**src/rtl/core/lru_page_replacement_macros.svh**
```systemverilog
// Assertion macros for the LRU page replacement block.
// Uses the clk_i / rst_ni names of the including module; empty when SYNTH is set.
`ifndef LRU_PAGE_REPLACEMENT_MACROS_SVH
`define LRU_PAGE_REPLACEMENT_MACROS_SVH

`ifndef SYNTH
`define LRUPR_ASSERT_IMP(name, ante, cons, msg) \
  name: assert property (@(posedge clk_i) disable iff (!rst_ni) (ante) |-> (cons)) \
    else $error(msg);
`define LRUPR_ASSERT_NEXT(name, ante, cons, msg) \
  name: assert property (@(posedge clk_i) disable iff (!rst_ni) (ante) |=> (cons)) \
    else $error(msg);
`else
`define LRUPR_ASSERT_IMP(name, ante, cons, msg)
`define LRUPR_ASSERT_NEXT(name, ante, cons, msg)
`endif

`endif

```
**src/rtl/core/lrupr_pkg.sv**
```systemverilog
// Shared constants for the LRU page replacement block.
// No dependencies.
package lrupr_pkg;

  localparam int MAX_FRAMES_DEF = 32;
  localparam int PAGE_BITS_DEF  = 5;
  localparam int AGE_BITS_DEF   = 16;

  localparam int CFG_W  = 6;
  localparam int MISS_W = 16;

  localparam logic [CFG_W-1:0] CFG_RESET = CFG_W'(32);

endpackage

```
**src/rtl/core/lrupr_ram.sv**
```systemverilog
// Frame store: tag and age per frame, one write and one registered read port.
// No package dependencies.
module lrupr_ram #(
  parameter int DEPTH = 32,
  parameter int IDX_W = 5,
  parameter int DW    = 21
) (
  input  logic             clk_i,
  input  logic             re_i,
  input  logic [IDX_W-1:0] raddr_i,
  output logic [DW-1:0]    rdata_o,
  input  logic             we_i,
  input  logic [IDX_W-1:0] waddr_i,
  input  logic [DW-1:0]    wdata_i
);

  logic [DW-1:0] mem [DEPTH];
  logic [DW-1:0] rdata_q;

  always_ff @(posedge clk_i) begin
    if (we_i) begin
      mem[waddr_i] <= wdata_i;
    end
  end

  always_ff @(posedge clk_i) begin
    if (re_i) begin
      rdata_q <= mem[raddr_i];
    end
  end

  assign rdata_o = rdata_q;

endmodule

```
**src/rtl/core/lrupr_engine.sv**
```systemverilog
// Sweep engine: ages frames, finds hit / empty / oldest, writes back the chosen frame.
// Depends on lrupr_pkg, lrupr_ram and the assertion macro header.
module lrupr_engine import lrupr_pkg::*; #(
  parameter int MAX_FRAMES = MAX_FRAMES_DEF,
  parameter int PAGE_BITS  = PAGE_BITS_DEF,
  parameter int AGE_BITS   = AGE_BITS_DEF,
  parameter int IDX_W      = 5,
  parameter int CNT_W      = 6
) (
  input  logic                 clk_i,
  input  logic                 rst_ni,
  input  logic                 start_i,
  input  logic [PAGE_BITS-1:0] page_i,
  input  logic [CFG_W-1:0]     frames_cfg_i,
  output logic                 idle_o,
  output logic                 done_o,
  input  logic                 ack_i,
  output logic                 hit_o,
  output logic [IDX_W-1:0]     frame_o,
  output logic [MISS_W-1:0]    miss_o
);

  localparam int DW = PAGE_BITS + AGE_BITS;
  localparam logic [AGE_BITS-1:0] AgeMax  = {AGE_BITS{1'b1}};
  localparam logic [MISS_W-1:0]   MissMax = {MISS_W{1'b1}};
  localparam logic [CFG_W:0]      MaxCnt  = (CFG_W+1)'(MAX_FRAMES);

  typedef enum logic [1:0] {S_IDLE, S_SWEEP, S_FINAL, S_DONE} state_e;

  state_e                state_q, state_d;
  logic [PAGE_BITS-1:0]  page_q, page_d;
  logic [CNT_W-1:0]      n_q, n_d;
  logic [CNT_W-1:0]      k_q, k_d;
  logic                  pend_q, pend_d;
  logic [IDX_W-1:0]      rd_idx_q, rd_idx_d;
  logic                  match_q, match_d;
  logic [IDX_W-1:0]      match_idx_q, match_idx_d;
  logic                  empty_q, empty_d;
  logic [IDX_W-1:0]      empty_idx_q, empty_idx_d;
  logic [AGE_BITS-1:0]   best_age_q, best_age_d;
  logic [IDX_W-1:0]      best_idx_q, best_idx_d;
  logic [MAX_FRAMES-1:0] valid_q, valid_d;
  logic                  hit_q, hit_d;
  logic [IDX_W-1:0]      frame_q, frame_d;
  logic [MISS_W-1:0]     miss_q, miss_d;

  logic                  ram_re, ram_we;
  logic [IDX_W-1:0]      ram_raddr, ram_waddr;
  logic [DW-1:0]         ram_rdata, ram_wdata;

  logic [PAGE_BITS-1:0]  rd_tag;
  logic [AGE_BITS-1:0]   rd_age, age_inc, cand_age;
  logic                  rd_valid;
  logic [CFG_W:0]        cfg_ext, n_sel;
  logic [IDX_W-1:0]      chosen;

  lrupr_ram #(
    .DEPTH(MAX_FRAMES),
    .IDX_W(IDX_W),
    .DW   (DW)
  ) u_ram (
    .clk_i  (clk_i),
    .re_i   (ram_re),
    .raddr_i(ram_raddr),
    .rdata_o(ram_rdata),
    .we_i   (ram_we),
    .waddr_i(ram_waddr),
    .wdata_i(ram_wdata)
  );

  assign rd_tag   = ram_rdata[DW-1:AGE_BITS];
  assign rd_age   = ram_rdata[AGE_BITS-1:0];
  assign rd_valid = valid_q[rd_idx_q];
  assign age_inc  = (rd_age == AgeMax) ? rd_age : rd_age + AGE_BITS'(1);
  assign cand_age = rd_valid ? age_inc : '0;

  // zero counts as one, oversize clamps to the frame count
  assign cfg_ext = {1'b0, frames_cfg_i};
  assign n_sel   = (cfg_ext == '0) ? (CFG_W+1)'(1) :
                   ((cfg_ext > MaxCnt) ? MaxCnt : cfg_ext);

  assign chosen = match_q ? match_idx_q : (empty_q ? empty_idx_q : best_idx_q);

  always_comb begin
    state_d     = state_q;
    page_d      = page_q;
    n_d         = n_q;
    k_d         = k_q;
    pend_d      = pend_q;
    rd_idx_d    = rd_idx_q;
    match_d     = match_q;
    match_idx_d = match_idx_q;
    empty_d     = empty_q;
    empty_idx_d = empty_idx_q;
    best_age_d  = best_age_q;
    best_idx_d  = best_idx_q;
    valid_d     = valid_q;
    hit_d       = hit_q;
    frame_d     = frame_q;
    miss_d      = miss_q;
    ram_re      = 1'b0;
    ram_raddr   = k_q[IDX_W-1:0];
    ram_we      = 1'b0;
    ram_waddr   = rd_idx_q;
    ram_wdata   = {rd_tag, age_inc};

    case (state_q)
      S_IDLE: begin
        if (start_i) begin
          state_d = S_SWEEP;
          page_d  = page_i;
          n_d     = CNT_W'(n_sel);
          k_d     = '0;
          match_d = 1'b0;
          empty_d = 1'b0;
        end
      end
      S_SWEEP: begin
        if (k_q < n_q) begin
          ram_re   = 1'b1;
          k_d      = k_q + CNT_W'(1);
          pend_d   = 1'b1;
          rd_idx_d = k_q[IDX_W-1:0];
        end else begin
          pend_d  = 1'b0;
          state_d = S_FINAL;
        end
        if (pend_q) begin
          ram_we = rd_valid;
          if (rd_valid && !match_q && (rd_tag == page_q)) begin
            match_d     = 1'b1;
            match_idx_d = rd_idx_q;
          end
          if (!rd_valid && !empty_q) begin
            empty_d     = 1'b1;
            empty_idx_d = rd_idx_q;
          end
          if ((rd_idx_q == '0) || (cand_age > best_age_q)) begin
            best_age_d = cand_age;
            best_idx_d = rd_idx_q;
          end
        end
      end
      S_FINAL: begin
        ram_we          = 1'b1;
        ram_waddr       = chosen;
        ram_wdata       = {page_q, {AGE_BITS{1'b0}}};
        valid_d[chosen] = 1'b1;
        hit_d           = match_q;
        frame_d         = chosen;
        if (!match_q && (miss_q != MissMax)) begin
          miss_d = miss_q + MISS_W'(1);
        end
        state_d = S_DONE;
      end
      S_DONE: begin
        if (ack_i) begin
          state_d = S_IDLE;
        end
      end
      default: state_d = S_IDLE;
    endcase
  end

  always_ff @(posedge clk_i or negedge rst_ni) begin
    if (!rst_ni) begin
      state_q     <= S_IDLE;
      page_q      <= '0;
      n_q         <= '0;
      k_q         <= '0;
      pend_q      <= 1'b0;
      rd_idx_q    <= '0;
      match_q     <= 1'b0;
      match_idx_q <= '0;
      empty_q     <= 1'b0;
      empty_idx_q <= '0;
      best_age_q  <= '0;
      best_idx_q  <= '0;
      valid_q     <= '0;
      hit_q       <= 1'b0;
      frame_q     <= '0;
      miss_q      <= '0;
    end else begin
      state_q     <= state_d;
      page_q      <= page_d;
      n_q         <= n_d;
      k_q         <= k_d;
      pend_q      <= pend_d;
      rd_idx_q    <= rd_idx_d;
      match_q     <= match_d;
      match_idx_q <= match_idx_d;
      empty_q     <= empty_d;
      empty_idx_q <= empty_idx_d;
      best_age_q  <= best_age_d;
      best_idx_q  <= best_idx_d;
      valid_q     <= valid_d;
      hit_q       <= hit_d;
      frame_q     <= frame_d;
      miss_q      <= miss_d;
    end
  end

  assign idle_o  = (state_q == S_IDLE);
  assign done_o  = (state_q == S_DONE);
  assign hit_o   = hit_q;
  assign frame_o = frame_q;
  assign miss_o  = miss_q;

`include "lru_page_replacement_macros.svh"

  `LRUPR_ASSERT_IMP(a_done_frame_valid, state_q == S_DONE, valid_q[frame_q], "frame not valid")
  `LRUPR_ASSERT_NEXT(a_miss_monotone, 1'b1, miss_q >= $past(miss_q), "miss count fell")
  `LRUPR_ASSERT_IMP(a_sweep_bound, state_q == S_SWEEP, (k_q <= n_q) && (n_q != '0), "bad sweep")
  `LRUPR_ASSERT_NEXT(a_hit_keeps_miss, state_q == S_FINAL && match_q, miss_q == $past(miss_q),
                     "miss count moved on hit")

endmodule

```
**src/rtl/core/lru_page_replacement.sv**
```systemverilog
// Top level of the LRU page replacement block: handshakes, config register, result register.
// Depends on lrupr_pkg and lrupr_engine.
//
//   channel | signals                               | dir
//   cfg     | cfg_valid_i, cfg_ready_o, cfg_data_i  | in
//   in      | in_valid_i, in_ready_o, page_number_i | in
//   out     | out_valid_o, out_ready_i, hit_o, ...  | out
//
// n is the active frame count. The frame RAM is swept one entry a cycle through
// its single read port, over the first n entries; after the last registered read
// returns, the chosen frame is written back.
// One item is in the engine at a time. A finished result waits in the output
// register while the next item is taken, and an unread result stalls the engine.
// Reset clears the frame valid flags at once; there is no clearing pass.
module lru_page_replacement import lrupr_pkg::*; #(
  parameter int MAX_FRAMES = MAX_FRAMES_DEF,
  parameter int PAGE_BITS  = PAGE_BITS_DEF,
  parameter int AGE_BITS   = AGE_BITS_DEF,
  parameter int IDX_W      = (MAX_FRAMES > 1) ? $clog2(MAX_FRAMES) : 1,
  parameter int CNT_W      = $clog2(MAX_FRAMES + 1)
) (
  input  logic                 clk_i,
  input  logic                 rst_ni,
  input  logic                 cfg_valid_i,
  output logic                 cfg_ready_o,
  input  logic [CFG_W-1:0]     cfg_data_i,
  input  logic                 in_valid_i,
  output logic                 in_ready_o,
  input  logic [PAGE_BITS-1:0] page_number_i,
  output logic                 out_valid_o,
  input  logic                 out_ready_i,
  output logic                 hit_o,
  output logic [IDX_W-1:0]     frame_index_o,
  output logic [MISS_W-1:0]    miss_total_o
);

  logic [CFG_W-1:0]  frames_q;
  logic              out_valid_q, out_valid_d;
  logic              hit_q;
  logic [IDX_W-1:0]  frame_q;
  logic [MISS_W-1:0] miss_q;

  logic              eng_idle, eng_done, eng_ack, eng_hit;
  logic [IDX_W-1:0]  eng_frame;
  logic [MISS_W-1:0] eng_miss;

  lrupr_engine #(
    .MAX_FRAMES(MAX_FRAMES),
    .PAGE_BITS (PAGE_BITS),
    .AGE_BITS  (AGE_BITS),
    .IDX_W     (IDX_W),
    .CNT_W     (CNT_W)
  ) u_engine (
    .clk_i       (clk_i),
    .rst_ni      (rst_ni),
    .start_i     (in_valid_i && in_ready_o),
    .page_i      (page_number_i),
    .frames_cfg_i(frames_q),
    .idle_o      (eng_idle),
    .done_o      (eng_done),
    .ack_i       (eng_ack),
    .hit_o       (eng_hit),
    .frame_o     (eng_frame),
    .miss_o      (eng_miss)
  );

  assign cfg_ready_o = 1'b1;
  assign in_ready_o  = eng_idle;
  assign eng_ack     = eng_done && (!out_valid_q || out_ready_i);
  assign out_valid_d = eng_ack || (out_valid_q && !out_ready_i);

  always_ff @(posedge clk_i or negedge rst_ni) begin
    if (!rst_ni) begin
      frames_q    <= CFG_RESET;
      out_valid_q <= 1'b0;
      hit_q       <= 1'b0;
      frame_q     <= '0;
      miss_q      <= '0;
    end else begin
      if (cfg_valid_i && cfg_ready_o) begin
        frames_q <= cfg_data_i;
      end
      out_valid_q <= out_valid_d;
      if (eng_ack) begin
        hit_q   <= eng_hit;
        frame_q <= eng_frame;
        miss_q  <= eng_miss;
      end
    end
  end

  assign out_valid_o   = out_valid_q;
  assign hit_o         = hit_q;
  assign frame_index_o = frame_q;
  assign miss_total_o  = miss_q;

endmodule
```
**config.mk**
```make
export PLATFORM = sky130hd
export DESIGN_NAME = lru_page_replacement
export DESIGN_NICKNAME = d
export VERILOG_FILES = /design/src/rtl/core/lrupr_pkg.sv /design/src/rtl/core/lrupr_ram.sv /design/src/rtl/core/lrupr_engine.sv /design/src/rtl/core/lru_page_replacement.sv
export VERILOG_INCLUDE_DIRS = /design/src /design/src/rtl/core
export SDC_FILE = /design/constraint.sdc
export NUM_CORES = 1
export LEC_CHECK = 0
export ABC_AREA = 1
export ABC_CLOCK_PERIOD_IN_PS = 7500
export CAP_MARGIN = 20
export CORE_ASPECT_RATIO = 1.75
export CORE_MARGIN = 2
export CORE_UTILIZATION = 68
export DETAILED_ROUTE_END_ITERATION = 8
export DONT_BUFFER_PORTS = 1
export PLACE_DENSITY = 0.84
export SLEW_MARGIN = 20
export SYNTH_ARGS = -nofsm -noshare
export SYNTH_HDL_FRONTEND = slang
export SYNTH_SLANG_ARGS = --single-unit
```
**constraint.sdc**
```tcl
create_clock -name clk_i -period 7.5 [get_ports clk_i]
set_clock_uncertainty 0.05 [all_clocks]
set_input_delay 0.375 -clock clk_i [delete_from_list [all_inputs] [get_ports clk_i]]
set_output_delay 0.375 -clock clk_i [all_outputs]
set_load 0.03 [all_outputs]
```
### Yosys cells after proc, flatten, opt, wreduce, memory -nomap -nowiden

Memories as Yosys holds them, arrays and structs flattened. A register that Yosys moved wholly into a read port is not among the register bits.
Index checks and enable logic that the tools add are counted.

* equality and inequality tests: 13
* mux-type cells: 32
* bitwise operators: 1
* add/sub/neg operators: 3
* reduce and logical (&&, ||, !) cells: 30
* order comparisons: 6

Operators with widths (count)
* $add A16 B1 Y16 const B: 2
* $mux W16: 2
* $or A32 B32 Y32: 1
* $mux W6: 4
* $mux W21: 1
* $eq A16 B16 Y1 const B: 1
* $gt A16 B16 Y1: 1
* $ne A16 B16 Y1 const B: 1
* $mux W5: 3
* $reduce_and A3 Y1: 5
* $lt A5 B6 Y1 const B: 2
* $mux W1: 12
* $ne A2 B1 Y1 const B: 6
* $pmux W6 S2: 1
* $logic_and A1 B1 Y1: 8
* $pmux W2 S4: 1
* $reduce_and A4 Y1: 2
* $logic_not A7 Y1: 1
* $add A6 B1 Y6 const B: 1
* $gt A6 B6 Y1 const B: 1
* $lt A6 B6 Y1: 1
* $mux W2: 3
* $pmux W1 S2: 3
* $reduce_and A2 Y1: 3
* other kinds (12): 19

* bits of input ports: 16
* output and inout port bits: 25
* RAM bits: 672
* memories: 1
* flip-flop bits (word level): 141

Memory list
* u_engine.u_ram.mem: depth 32, bits a word 21, read ports 1, clocked after memory_dff 1, write ports 1, line lrupr_ram.sv:17 `logic [DW-1:0] mem [DEPTH];`

### Longest topological paths before layout

* depth after elaboration: 7
* mapped depth: 25

### By module

A second synthesis with hierarchy kept.

* cells, all modules: 3329
* area total of the unflattened synthesis: 35414.0 µm²

Modules (own cells, without submodules)
* lrupr_ram: times used 1, area each 27776.6 µm², sequential area each 20810.0 µm², cells an instance 2338
* lrupr_engine: times used 1, area each 6436.2 µm², sequential area each 2802.7 µm², cells an instance 861
* lru_page_replacement: times used 1, area each 1201.2 µm², sequential area each 726.9 µm², cells an instance 130

### Worst setup path after synthesis

Ideal clock, no wire load.

* kind: register -> register
* from: register u_engine.u_ram.rdata_q[0], in the netlist u_engine.u_ram.rdata_o[0], read port of u_engine.u_ram.mem
* to: register u_engine.best_age_q[0]
* arrival: 2920 ps
* stages on the path, launching flop included: 21
* data required time: 7384 ps
* path buffers: 2
* slack: 4464 ps
* cells stage by stage: edfxtp_1 ha_1 nand3_1 inv_1 nand2_1 inv_1 nand3_1 inv_2 buf_4 a21oi_1 nor2_2 ha_1 nand2_1 nor4_1 nand3_1 nand2_1 nand2_1 nand2_1 clkbuf_1 nand2_1 nand2_1

* word-level cells in the longest chain between the ends: 6

Ends and longest elaborated chain
* start: declaration: line lrupr_ram.sv:18 `logic [DW-1:0] rdata_q;`
* $add A16 B1 Y16 / $eq A16 B16 Y1 (equally long branches): line lrupr_engine.sv:74 `assign age_inc = (rd_age == AgeMax) ? rd_age : rd_age + AGE_BITS'(1);`
* $mux W16 (*): line lrupr_engine.sv:74
* $mux W16 (*): line lrupr_engine.sv:75 `assign cand_age = rd_valid ? age_inc : '0;`
* named net u_engine.cand_age[11]: line lrupr_engine.sv:52 `logic [AGE_BITS-1:0] rd_age, age_inc, cand_age;`
* $gt A16 B16 Y1 (*): line lrupr_engine.sv:138 `if ((rd_idx_q == '0) || (cand_age > best_age_q)) begin`
* $logic_or A1 B1 Y1 (*): line lrupr_engine.sv:138
* $reduce_and A3 Y1 (no source line) (*)
* end signal: assignment: line lrupr_engine.sv:194 `best_age_q <= best_age_d;`
* end: declaration: line lrupr_engine.sv:40 `logic [AGE_BITS-1:0] best_age_q, best_age_d;`

Mark *: on every way through the listed nets, which the timed path passes. The rest lies on a longest branch.
A chain may end at the register's enable or synchronous reset.

### Final worst setup path

* from: register u_engine.rd_idx_q[0]
* to: register u_engine.best_age_q[13]

* word-level cells in the longest chain between the ends: 6

Ends and longest elaborated chain
* start: declaration: line lrupr_engine.sv:35 `logic [IDX_W-1:0] rd_idx_q, rd_idx_d;`
* start signal: assignment: line lrupr_engine.sv:189 `rd_idx_q <= rd_idx_d;`
* $bmux W1 S5: line lrupr_engine.sv:73 `assign rd_valid = valid_q[rd_idx_q];`
* $mux W1 (implied by the code): line lrupr_engine.sv:73
* $mux W16: line lrupr_engine.sv:75
* named net u_engine.cand_age[11]: line lrupr_engine.sv:52
* $gt A16 B16 Y1: line lrupr_engine.sv:138
* $logic_or A1 B1 Y1: line lrupr_engine.sv:138
* $reduce_and A3 Y1 (no source line)

The timed path passes the listed nets, and every way through them passes these cells. The select of a mux whose other input is x is not followed.

==> metrics.log <==
INFO  metric clock.fmax = 202 MHz
INFO  metric drc_errors = 0
INFO  metric ctsLongestPathBuffers = 3
INFO  metric outcome = finished clean
INFO  metric net_count_of_the_finished_layout = 2,988
INFO  metric timing_max_transition_violations_final = 0
INFO  metric post-route-cell-area = 37,700 sq um
INFO  metric clock_tree.htree_level_count = 3
INFO  metric syn_nets = 3,025
INFO  metric critPathMaxFanout = 22
INFO  metric post-synth-top-count-cell = edfxtp_1
INFO  metric num_rows = roughly 110
INFO  metric ctsHoldBuffers = 15
INFO  metric synth.area.top_cells = edfxtp_1 (60%), dfrtp_1 (10%), o21ai_0 (6.1%)
INFO  metric grt_util_all_layers = 0.333
INFO  metric fp.dieArea = 52,700 sq um
INFO  metric p_clk_frac = 0.260
INFO  metric post_synth_top_area_cell = edfxtp_1
INFO  metric dpl.cell_count = roughly 3,500
INFO  metric slew-limit-headroom = 0.224
INFO  metric worstSkewPairLatency = 0.62 ns
INFO  metric route.vias.total = 24,200
INFO  metric finalSetupViolCount = 0
INFO  metric cp_common_cell = nand2_1
INFO  metric syn_area_per_cell = 11.6 sq um
INFO  metric cts_setup_buffers = 0
INFO  metric ff2ff_setup_slack = 2.56 ns
INFO  metric via_per_inst = roughly 6.6
INFO  metric synth_adder_area_share = 0.0101
INFO  metric boundaryPins = 41
INFO  metric required = approximately 7.9 ns
INFO  metric ys_seq_area_frac = 0.705
INFO  metric fraction_of_power_spent_switching_nets = 0.348
INFO  metric worst_margin_slew = 1.16 ns
INFO  metric yosys-mux-area-fraction = 0.00196
INFO  metric post_dp_cell_area = roughly 35,000 sq um
INFO  metric final.min_clock_period = 4.94 ns
INFO  metric drt_pre_antenna_iters = 8
INFO  metric overflow = 0
INFO  metric crit_path_start = u_engine.rd_idx_q[0]$_DFFE_PN0P_
INFO  metric fillers = 2,943
INFO  metric cts-buffers-inserted = 70
INFO  metric rr_endpoint = u_engine.best_age_q[13]$_DFFE_PN0P_
INFO  metric finalSetupTns = 0 ns
INFO  metric max_stage_delay = 0.83 ns
INFO  metric critical_path.cell_chain = inv_2 -> nand2_1 -> nand3_1 -> nand3_1 -> nand2_1 -> nor2_1 -> nand2_2 -> nand2_4 -> nor2_2 -> ha_1 -> nand2_1 -> nor4_1 -> nand2_1 -> nand2_1 -> nand2_1 -> nand2_1 -> nand2_1 -> nand2_1 -> nand2_1
INFO  metric worst_setup_hold_path_clk_slew = roughly 0.070 ns
INFO  metric r2r_start = u_engine.rd_idx_q[0]$_DFFE_PN0P_
INFO  metric power = between 10 and 15 mW
INFO  metric cap_viol_max_count = 0
INFO  metric finalWeightedCongestion = between 0.9 and 1
INFO  metric count_of_cells_resized_by_post_cts_repair = 0
INFO  metric dp.final_hpwl = around 50,000 um
INFO  metric post_synth_instance_area = 34,500 sq um
INFO  metric via_count_of_the_first_global_routing_pass = ~24,000
INFO  metric crit_slowest_cell = dfrtp_1
INFO  metric p_leak = 13.4 nW
INFO  metric cts_root_buf = clkbuf_16
INFO  metric power.density = 374 nW/um^2
INFO  metric synth_top_cell_area_share = 0.603
INFO  metric finish.cell_count_without_fillers = 3,662
INFO  metric vdd_ir_drop_max = 0.267 mV
INFO  metric synthesis.instances = around 3,000
INFO  metric initial_core_util = 0.686
INFO  metric cp-endpoint = u_engine.best_age_q[13]$_DFFE_PN0P_
INFO  metric clock_sinks = ~830
INFO  metric compound_gate_portion_of_the_synthesized_area = 0.110
INFO  metric floorplan.core_area = 50,300 sq um
INFO  metric power.net_switching = between 4 and 5 mW
INFO  metric dr.first_iter.drc_count = 3,235
INFO  metric synthSimpleGateAreaFrac = 0.130
INFO  metric place.port_buffers = 0
INFO  metric synth-main-ff-cell = edfxtp_1
INFO  metric layout-drive-gt1-share = 0.0814
INFO  metric grt_setup_unrepaired = no
INFO  metric sequentialPowerShare = 0.460
INFO  metric layout_worst_path_cycle_share = 0.659
INFO  metric synth_warn = 0
INFO  metric wire_length_of_the_first_global_routing_pass = 133,000 um
INFO  metric edff_count_synth = about 690
INFO  metric die_h = 302 um
INFO  metric worstRegToRegCells = 19
INFO  metric largest_net_degree_at_the_start_of_global_routing = between 150 and 200
INFO  metric area_delta_synth_final = 9.24%
INFO  metric setup.worst_path.class = flip-flop to flip-flop
INFO  metric tritoncts = built
INFO  metric ant_nets = 0
INFO  metric worstHoldPathType = input pin to flip-flop
INFO  metric postSynthRegisterBits = 834
INFO  metric die_width = 174 um
INFO  metric yosys.area_share.xor_xnor = 0.00533
INFO  metric drt_wl_total = 87,000 um
INFO  metric ys_types = a little over 40
INFO  metric hold_viol_final = 0
INFO  metric synth_commonest_cells = edfxtp_1 (693), nor2_1 (518), o21ai_0 (424)
INFO  metric timing.critical_path.arrival = approximately 5.4 ns
INFO  metric start_kind = flip-flop
INFO  metric antenna_found_initial = 0
INFO  metric type_of_destination_of_the_critical_path = flip-flop
INFO  metric synth_async_sr_flop_share = 0.169
INFO  metric num_antenna_cells = 0
INFO  metric route.detailed.wl_per_inst = 23.7 um
INFO  metric p_comb_frac = 0.280
INFO  metric postLayoutCoreUtil = 0.749
INFO  metric synth_top_family_by_area = simple AND/OR/NAND/NOR gates
INFO  metric internal_power = 9.19 mW
## stage by stage
stage	setup WS [ns]	hold slack [ns]
finish	2.56	0.0975
global route	2.14	0.137
CTS	2.65	0.0747
detailed placement	2.70	0.0329
global placement	2.91	0.0320
floorplan	4.46	0.0294
## final cells by class
| cell class | count | area [sq um] | area share |
|---|---|---|---|
| inverters | 153 | 582 | 0.0154 |
| multi-input cells | 1826 | 9150 | 0.243 |
| clock inverters | 37 | 359 | 0.00952 |
| flip-flops and latches | 834 | 24300 | 0.646 |
| clock buffers | 87 | 1910 | 0.0507 |
| well taps | 666 | 833 | 0.0221 |
| repair buffers | 59 | 522 | 0.0138 |
## placed cells by master (no fill, tap or decap), drive strengths merged, types with 6 or more instances in the layout
cell         netlist  routed
bufinv             0       6
ha                28      28
mux2               6       6
nor2             529     529
a21oi             31      31
nor3              14      14
edfxtp           693     693
o21ai            454     454
inv              150     151
o21bai            11      11
or2                7       7
nand3            147     147
dfrtp            140     140
o22ai             92      92
nand2            358     358
dlygate4sd3        0      14
o211ai            82      82
clkinv             3      28
nand4             29      29
buf               66      45
xor2              20      20
clkbuf           102      87
## sequential cells by signal, summed over array words and instances (netlist names), 5 cells and up
register,count
u_engine.miss_o,16
u_engine.page_q,5
u_engine.rd_idx_q,5
miss_total_o,16
u_engine.best_age_q,16
u_engine.u_ram.rdata_o,21
frame_index_o,5
u_engine.n_q,6
u_engine.match_idx_q,5
u_engine.frame_o,5
u_engine.u_ram.mem,672
frames_q,6
u_engine.empty_idx_q,5
u_engine.valid_q,32
u_engine.k_q,6
u_engine.best_idx_q,5
## how the worst min path moves through the flow
stage,start,to,slack [ns],cells after the start
5_1_grt,in_valid_i,u_engine.state_q[1]$_DFFE_PN0P_,0.14,4
2_1_floorplan,rst_ni,frame_index_o[0]$_DFFE_PN0P_,0.03,0
3_5_place_dp,rst_ni,u_engine.valid_q[25]$_DFFE_PN0P_,0.03,0
6_report,in_valid_i,u_engine.state_q[1]$_DFFE_PN0P_,0.1,4
3_3_place_gp,rst_ni,u_engine.valid_q[26]$_DFFE_PN0P_,0.03,0
4_1_cts,in_valid_i,u_engine.state_q[1]$_DFFE_PN0P_,0.07,4
## critical path: cells and delay by family (launching register included)
kind                     cells  cell delay (ns)
AND/OR/NAND/NOR             17             3.29
adder cells (fa/ha/maj)      1             0.31
buffers and inverters        1             0.30
flip-flops                   1             0.83
## logic make-up (layout without fill, tap and decap cells)
group / count (synthesis) / after routing
mux: 6 / 6
other cells: 1 / 1
flops: 834 / 834
xor+xnor: 21 / 21
compound gates: 681 / 681
fa+ha+maj: 28 / 28
simple gates: 1089 / 1089
buf+inv: 321 / 336
## routing by layer
layer	track usage	share of wire	vias up
met5	0	0	-
met3	0.0496	0.086	386
met2	0.584	0.52	1590
met1	0.382	0.33	11700
met4	0.214	0.064	0
li1	-	-	10500
## power by group through the flow
stage / Sequential (mW) / Clock [mW] / Combinational, mW
global route: 6.53 / 3.82 / 4.35
floorplan: 6.46 / 0 / 2.59
detailed placement: 6.58 / 0 / 3.77
CTS: 6.49 / 3.67 / 3.85
finish: 6.49 / 3.66 / 3.95
global placement: 6.56 / 0 / 3.55
(Power assumes the default switching activity.)
